[src/rtl/uampq_pkg.sv]
// shared types and constants of the unsorted-array min priority queue
// no dependencies; used by uampq_ctrl, uampq_dpath and the top level
package uampq_pkg;

    // default number of held edges
    localparam int CAPACITY_DEF = 32;

    // field widths
    localparam int VERTEX_W = 16;
    localparam int PRIO_W   = 32;
    localparam int ENTRY_W  = 2 * VERTEX_W + PRIO_W;
    localparam int S_DATA_W = 64;
    localparam int M_DATA_W = 72;

    // request kinds carried on the slave-side tuser
    localparam logic REQ_INSERT = 1'b0;
    localparam logic REQ_DELETE = 1'b1;

    // result status codes
    typedef enum logic [1:0] {
        ST_DONE  = 2'd0,
        ST_EMPTY = 2'd1,
        ST_FULL  = 2'd2
    } t_status;

    // commands from the controller to the datapath
    typedef struct packed {
        logic    accept;
        logic    ins_write;
        logic    scan;
        logic    wb;
        logic    load_out;
        t_status status;
    } t_dp_cmd;

    // status from the datapath to the controller
    typedef struct packed {
        logic count_zero;
        logic count_full;
        logic scan_last;
        logic out_free;
    } t_dp_stat;

endpackage

[src/rtl/uampq_ctrl.sv]
// controller state machine of the min priority queue
// depends on uampq_pkg; drives uampq_dpath through t_dp_cmd
module uampq_ctrl
    import uampq_pkg::*;
(
    input  logic     i_clk,
    input  logic     i_rst_n,
    input  logic     i_valid,
    input  logic     i_req,
    output logic     o_ready,
    input  t_dp_stat i_stat,
    output t_dp_cmd  o_cmd
);

    typedef enum logic [2:0] {
        S_IDLE,
        S_SCAN,
        S_LAST,
        S_WB,
        S_RESULT
    } t_state;

    t_state  r_state, n_state;
    t_status r_status, n_status;

    // next state and commands
    always_comb begin
        n_state  = r_state;
        n_status = r_status;
        o_ready  = 1'b0;
        o_cmd    = '0;
        o_cmd.status = r_status;
        unique case (r_state)
            S_IDLE: begin
                o_ready = 1'b1;
                if (i_valid) begin
                    o_cmd.accept = 1'b1;
                    n_state = S_RESULT;
                    if (i_req == REQ_INSERT) begin
                        if (i_stat.count_full) begin
                            n_status = ST_FULL;
                        end else begin
                            o_cmd.ins_write = 1'b1;
                            n_status = ST_DONE;
                        end
                    end else if (i_stat.count_zero) begin
                        n_status = ST_EMPTY;
                    end else begin
                        n_status = ST_DONE;
                        n_state  = S_SCAN;
                    end
                end
            end
            S_SCAN: begin
                o_cmd.scan = 1'b1;
                if (i_stat.scan_last) begin
                    n_state = S_LAST;
                end
            end
            S_LAST: begin
                n_state = S_WB;
            end
            S_WB: begin
                o_cmd.wb = 1'b1;
                n_state = S_RESULT;
            end
            S_RESULT: begin
                if (i_stat.out_free) begin
                    o_cmd.load_out = 1'b1;
                    n_state = S_IDLE;
                end
            end
            default: begin
                n_state = S_IDLE;
            end
        endcase
    end

    // state and status code
    always_ff @(posedge i_clk) begin
        if (!i_rst_n) begin
            r_state  <= S_IDLE;
            r_status <= ST_DONE;
        end else begin
            r_state  <= n_state;
            r_status <= n_status;
        end
    end

endmodule

[src/rtl/uampq_dpath.sv]
// datapath of the min priority queue: entry memory, count, scan and output register
// depends on uampq_pkg; commanded by uampq_ctrl
module uampq_dpath
    import uampq_pkg::*;
#(
    parameter int CAPACITY = CAPACITY_DEF
) (
    input  logic                i_clk,
    input  logic                i_rst_n,
    input  logic                i_req,
    input  logic [S_DATA_W-1:0] i_data,
    input  logic                i_out_ready,
    input  t_dp_cmd             i_cmd,
    output t_dp_stat            o_stat,
    output logic                o_out_valid,
    output logic [1:0]          o_out_status,
    output logic [M_DATA_W-1:0] o_out_data
);

    localparam int IW = (CAPACITY > 1) ? $clog2(CAPACITY) : 1;
    localparam int CW = $clog2(CAPACITY + 1);

    // entry layout: start in the low bits, then end, then priority
    logic [ENTRY_W-1:0] r_mem [CAPACITY];

    logic [CW-1:0]       r_count;
    logic [IW-1:0]       r_scan_idx;
    logic [IW-1:0]       r_cmp_idx;
    logic                r_cmp_vld;
    logic [ENTRY_W-1:0]  r_rd_data;
    logic [IW-1:0]       r_best_idx;
    logic [ENTRY_W-1:0]  r_best;
    logic                r_req_del;
    logic                r_out_valid;
    logic [1:0]          r_out_status;
    logic [M_DATA_W-1:0] r_out_data;

    logic                     w_better;
    logic signed [PRIO_W-1:0] w_rd_prio;
    logic signed [PRIO_W-1:0] w_best_prio;
    logic [CW-1:0]            w_last;
    logic                     w_take_best;

    assign w_rd_prio   = r_rd_data[ENTRY_W-1 -: PRIO_W];
    assign w_best_prio = r_best[ENTRY_W-1 -: PRIO_W];
    assign w_better    = (r_cmp_idx == '0) || (w_rd_prio < w_best_prio);
    assign w_last      = r_count - CW'(1);
    assign w_take_best = r_req_del && (i_cmd.status == ST_DONE);

    // status to the controller
    assign o_stat.count_zero = (r_count == '0);
    assign o_stat.count_full = (r_count == CW'(CAPACITY));
    assign o_stat.scan_last  = (CW'(r_scan_idx) == w_last);
    assign o_stat.out_free   = !r_out_valid || i_out_ready;

    // entry memory: one write port, one registered read port
    always_ff @(posedge i_clk) begin
        if (i_cmd.ins_write) begin
            r_mem[r_count[IW-1:0]] <= i_data[ENTRY_W-1:0];
        end else if (i_cmd.wb) begin
            r_mem[r_best_idx] <= r_rd_data;
        end
        if (i_cmd.scan) begin
            r_rd_data <= r_mem[r_scan_idx];
        end
    end

    // entry count
    always_ff @(posedge i_clk) begin
        if (!i_rst_n) begin
            r_count <= '0;
        end else if (i_cmd.ins_write) begin
            r_count <= r_count + CW'(1);
        end else if (i_cmd.wb) begin
            r_count <= w_last;
        end
    end

    // scan index and compare stage
    always_ff @(posedge i_clk) begin
        if (!i_rst_n) begin
            r_cmp_vld <= 1'b0;
        end else begin
            r_cmp_vld <= i_cmd.scan;
        end
        if (i_cmd.accept) begin
            r_scan_idx <= '0;
            r_req_del  <= i_req;
        end else if (i_cmd.scan) begin
            r_scan_idx <= r_scan_idx + IW'(1);
        end
        if (i_cmd.scan) begin
            r_cmp_idx <= r_scan_idx;
        end
    end

    // running minimum, first entry wins a tie
    always_ff @(posedge i_clk) begin
        if (r_cmp_vld && w_better) begin
            r_best_idx <= r_cmp_idx;
            r_best     <= r_rd_data;
        end
    end

    // output register
    always_ff @(posedge i_clk) begin
        if (!i_rst_n) begin
            r_out_valid <= 1'b0;
        end else if (i_cmd.load_out) begin
            r_out_valid <= 1'b1;
        end else if (i_out_ready) begin
            r_out_valid <= 1'b0;
        end
        if (i_cmd.load_out) begin
            r_out_status <= i_cmd.status;
            r_out_data   <= {{(M_DATA_W-ENTRY_W-1){1'b0}}, (r_count == '0),
                             (w_take_best ? r_best : ENTRY_W'(0))};
        end
    end

    assign o_out_valid  = r_out_valid;
    assign o_out_status = r_out_status;
    assign o_out_data   = r_out_data;

endmodule

[src/rtl/unsorted_array_min_priority_queue.sv]
// Min-priority queue of graph edges kept unsorted in a CAPACITY-entry memory.
// An insert appends at the tail. A delete-min scans the held entries one
// memory read per cycle, keeping the first entry with the smallest signed
// priority, then moves the last entry into the freed slot; the entry memory
// has a single read port. One request is worked at a time; the result sits
// in an output register, so the next request is taken while a result waits.
// Every request gives exactly one result word; inserts at full capacity are
// dropped with a full status.
// depends on uampq_pkg, uampq_ctrl and uampq_dpath
module unsorted_array_min_priority_queue
    import uampq_pkg::*;
#(
    parameter int CAPACITY = CAPACITY_DEF
) (
    input  logic                i_clk,
    input  logic                i_rst_n,
    input  logic                s_tvalid,
    output logic                s_tready,
    // edge_start[15:0], edge_end[31:16], priority_req[63:32]
    input  logic [S_DATA_W-1:0] s_tdata,
    // req_type[0]
    input  logic                s_tuser,
    output logic                m_tvalid,
    input  logic                m_tready,
    // out_start[15:0], out_end[31:16], out_cost[63:32], now_empty[64], zero[71:65]
    output logic [M_DATA_W-1:0] m_tdata,
    // status[1:0]
    output logic [1:0]          m_tuser
);

    t_dp_cmd  w_cmd;
    t_dp_stat w_stat;

    // sequencing of insert, scan and write-back
    uampq_ctrl u_ctrl (
        .i_clk   (i_clk),
        .i_rst_n (i_rst_n),
        .i_valid (s_tvalid),
        .i_req   (s_tuser),
        .o_ready (s_tready),
        .i_stat  (w_stat),
        .o_cmd   (w_cmd)
    );

    // entry memory, minimum search and result register
    uampq_dpath #(
        .CAPACITY (CAPACITY)
    ) u_dpath (
        .i_clk        (i_clk),
        .i_rst_n      (i_rst_n),
        .i_req        (s_tuser),
        .i_data       (s_tdata),
        .i_out_ready  (m_tready),
        .i_cmd        (w_cmd),
        .o_stat       (w_stat),
        .o_out_valid  (m_tvalid),
        .o_out_status (m_tuser),
        .o_out_data   (m_tdata)
    );

endmodule
[config.mk]
export PLATFORM = sky130hd
export DESIGN_NAME = unsorted_array_min_priority_queue
export DESIGN_NICKNAME = d
export VERILOG_FILES = /design/src/rtl/uampq_pkg.sv /design/src/rtl/uampq_ctrl.sv /design/src/rtl/uampq_dpath.sv /design/src/rtl/unsorted_array_min_priority_queue.sv
export SDC_FILE = /design/constraint.sdc
export NUM_CORES = 2
export LEC_CHECK = 0
export BUFFER_PORTS_ARGS = -buffer_cell sky130_fd_sc_hd__buf_2
export CAP_MARGIN = 20
export CORE_ASPECT_RATIO = 0.7
export CORE_MARGIN = 4
export CORE_UTILIZATION = 50
export DETAILED_ROUTE_END_ITERATION = 6
export MAX_ROUTING_LAYER = met4
export PLACE_DENSITY = 0.66
export REMOVE_ABC_BUFFERS = 1
export SYNTH_ARGS = -nofsm -noshare
export SYNTH_HDL_FRONTEND = slang
export SYNTH_SLANG_ARGS = --single-unit
[constraint.sdc]
create_clock -name i_clk -period 24.9 [get_ports i_clk]
set_input_delay 4.98 -clock i_clk [delete_from_list [all_inputs] [get_ports i_clk]]
set_output_delay 4.98 -clock i_clk [all_outputs]
set_load 0.01 [all_outputs]
==> impl_results.md <==
* Leak at 29.90 nW
* Yosys warns at 0
* Critical path fanouts, max at 47
* Number of setup buffers added after CTS at 0
* Die H at around 360 um
* Post-CTS resize count at 0
* Final Max Tran Viols at 0
* Final WL at 209600 um
* Vias in the first global route at just under 40k
* Clock tree buffer depth at 3
* Crit path kind: in -> reg
* Worst setup margin at between 15 and 20 ns
* Routed WL per cell at 32.33 um
* Initial Util at 0.5052
* Setup WS pre-CTS at 16.19 ns
* Post-synth EDFFs at 2254
* Area growth from synthesis to layout at 12.54%
* H-tree levels at 4
* Async set or reset register ratio after synthesis at 0
* Via count at 40.10k
* Setup_tns at 0 ns
* Highest-count cells in the layout ignoring fill and taps: edfxtp_1 (2254), mux4_2 (640), nand2_1 (222)
* DP HPWL at 120400 um
* Data arrival, critical path at approximately 8.4 ns
* Remaining DRCs at 0
* Overall global routing resource usage at 0.2413
* Maxcap violations at 0
* Worst VDD drop at 0.06642 mV
* Routability congestion estimate at 0.8203
* DR pass1 iterations at 7
* Tmin final at 7.973 ns
* WHS at 0.4270 ns
* Port bufs at 137
* Overall Power at 7.619 mW
* Post-synthesis cell type count at 50
* Final setup viols at 0
* Worst path required time at around 25 ns
* Post-Synthesis Cells at about 3.7k
* Worst slew pin tran at 1.107 ns
* Core area at 171900 um^2
* Max transition margin at 0.2620
* Run status: complete, no violations
* Hold buffer count at cts at 0
* Largest net degree at the start of global routing at 132
* Clock-pin slew on the worst setup and hold paths at 0.07 ns
* Most common cell after layout, fill and taps aside: edfxtp_1
* First-pass GRT wire length at between 200000 and 300000 um
* Die W at between 500 and 600 um
* Worst setup EP type: flop
* P per Cell Area at 77.93 nW/um^2
* R2R setup slack at roughly 19 ns
* Rows at about 130
* Synthesized cell area at 86870 um^2
* DRT iter0 DRCs at 5269
* Grt ovf at 0
* Final std cells w/o fill at 6484
* Worst clock skew at ~0.035 ns
* Clock tree root buffer cell: clkbuf_16
* Die area at 180600 um^2
* CTS Buf Count at approximately 200
* Seq/Total Area, Yosys at 0.7833
* Clock latency on the worst-skew pair at around 0.83 ns
* CP Launch Type: input pin
* Mean Syn Cell Area at 23.46 um^2
* Fmax at 125.4 MHz
* TritonCTS clock tree: done
* Antenna Nets Post-Route at 0
* I/O pins at about 150
* Initial antenna violation count at 10
* Via density at 6.184
* Final period utilization at 0.3202
* Final hold vios at 0
* #FFs+latches synth at 2272
* Predominant post-synthesis flop cell: edfxtp_1
* Placed insts at 6092
* # clock sinks at 2272
* Share of layout cells above drive strength 1 at 0.3121
* RSZ-0062 raised after global routing: no
* Final nets at between 4k and 5k
* Worst Hold Class: reg -> reg
-- synthesized netlist by cell type (3+ instances only) --
library cell | instances | share of area
xor2_1 | 11 | 0.0011
and2_1 | 65 | 0.0047
o21ai_0 | 12 | 0.00069
mux4_2 | 640 | 0.17
buf_4 | 13 | 0.0011
nand4_1 | 5 | 0.00036
o211ai_1 | 4 | 0.00035
mux2_2 | 65 | 0.0084
a211oi_1 | 3 | 0.00026
or3_1 | 3 | 0.00022
ha_1 | 34 | 0.0049
edfxtp_1 | 2254 | 0.78
nand2_1 | 222 | 0.0096
nand3b_1 | 3 | 0.00026
buf_1 | 24 | 0.0010
clkbuf_1 | 108 | 0.0047
a31oi_1 | 3 | 0.00022
nor3_1 | 5 | 0.00029
inv_2 | 3 | 0.00013
mux2i_1 | 4 | 0.00046
nor4_1 | 3 | 0.00022
buf_6 | 4 | 0.00052
nand2b_1 | 8 | 0.00058
dfxtp_1 | 18 | 0.0041
nand3_1 | 7 | 0.00040
buf_2 | 39 | 0.0022
nor2_1 | 52 | 0.0022
nor3b_1 | 5 | 0.00043
inv_1 | 35 | 0.0015
a21oi_1 | 23 | 0.0013
-- where the power goes --
group | total [mW] | internal (mW) | switching [mW]
clock | 2.99 | 1.63 | 1.36
combinational | 0.379 | 0.162 | 0.217
sequential | 4.25 | 4.23 | 0.0149
total | 7.62 | 6.03 | 1.59
-- final timing paths --
path	start	endpoint	cells past startpoint
worst max-delay path	s_tvalid	u_dpath.r_mem[28][26]	8
worst min-delay path	u_dpath.r_rd_data[23]	u_dpath.r_best[23]	0
worst max register to register	u_dpath.r_scan_idx[0]	u_dpath.r_rd_data[10]	7
worst min register to register	u_dpath.r_rd_data[23]	u_dpath.r_best[23]	0
-- cell type report --
| class | instances | area (um^2) |
|---|---|---|
| multi-input cells | 1211 | 18170 |
| clock buffers | 253 | 5353 |
| fillers | 12440 | 74170 |
| flip-flops and latches | 2272 | 68060 |
| repair buffers | 271 | 2228 |
| clock inverters | 111 | 883.3 |
| inverters | 38 | 142.6 |
| diodes | 6 | 15.01 |
| well taps | 2322 | 2905 |
-- routing by layer --
layer,part of all wire,global-route usage,vias to the layer above
met3,0.086,0.04111,243
met4,0.019,0.05338,0
met5,0,-,-
met2,0.46,0.3479,1889
met1,0.43,0.3674,21800
li1,-,-,16170
-- registers in the layout, indices dropped and copies added (netlist names), 2 cells and up --
| signal | count |
|---|---|
| u_ctrl.r_status | 2 |
| u_dpath.r_best | 64 |
| u_dpath.r_best_idx | 5 |
| u_dpath.r_cmp_idx | 5 |
| u_dpath.r_count | 6 |
| u_dpath.o_out_status | 2 |
| u_dpath.r_scan_idx | 5 |
| u_dpath.r_rd_data | 64 |
| u_dpath.r_mem | 2048 |
| u_dpath.o_out_data | 65 |
| u_ctrl.r_state | 3 |
-- cell families after synthesis --
| group | synth area share |
|---|---|
| muxes | 0.1748 |
| other | 0.00004317 |
| and+or+nand+nor | 0.02009 |
| xor gates and xnor gates | 0.001311 |
| buffers and inverters | 0.01123 |
| DFF | 0.7833 |
| AOI/OAI and AO/OA | 0.004292 |
| adders and majority gates | 0.004897 |
-- stage by stage --
| stage | utilization | area [um^2] |
|---|---|---|
| after floorplan | - | 86060 |
| after detailed placement | 0.5291 | 90980 |
| after CTS | 0.5654 | 97210 |
| after global routing | 0.5685 | 97750 |
| after global placement | 0.5283 | 90830 |
| final | 0.5686 | 97760 |
-- critical path, stage by stage --
cell	delay (ns)
buf_2	0.11
or4b_1	0.53
a211oi_1	0.38
buf_4	0.27
a31oi_2	0.30
buf_6	0.26
nor2_4	0.58
buf_4	0.89
Power figures use the tool's default switching activity.
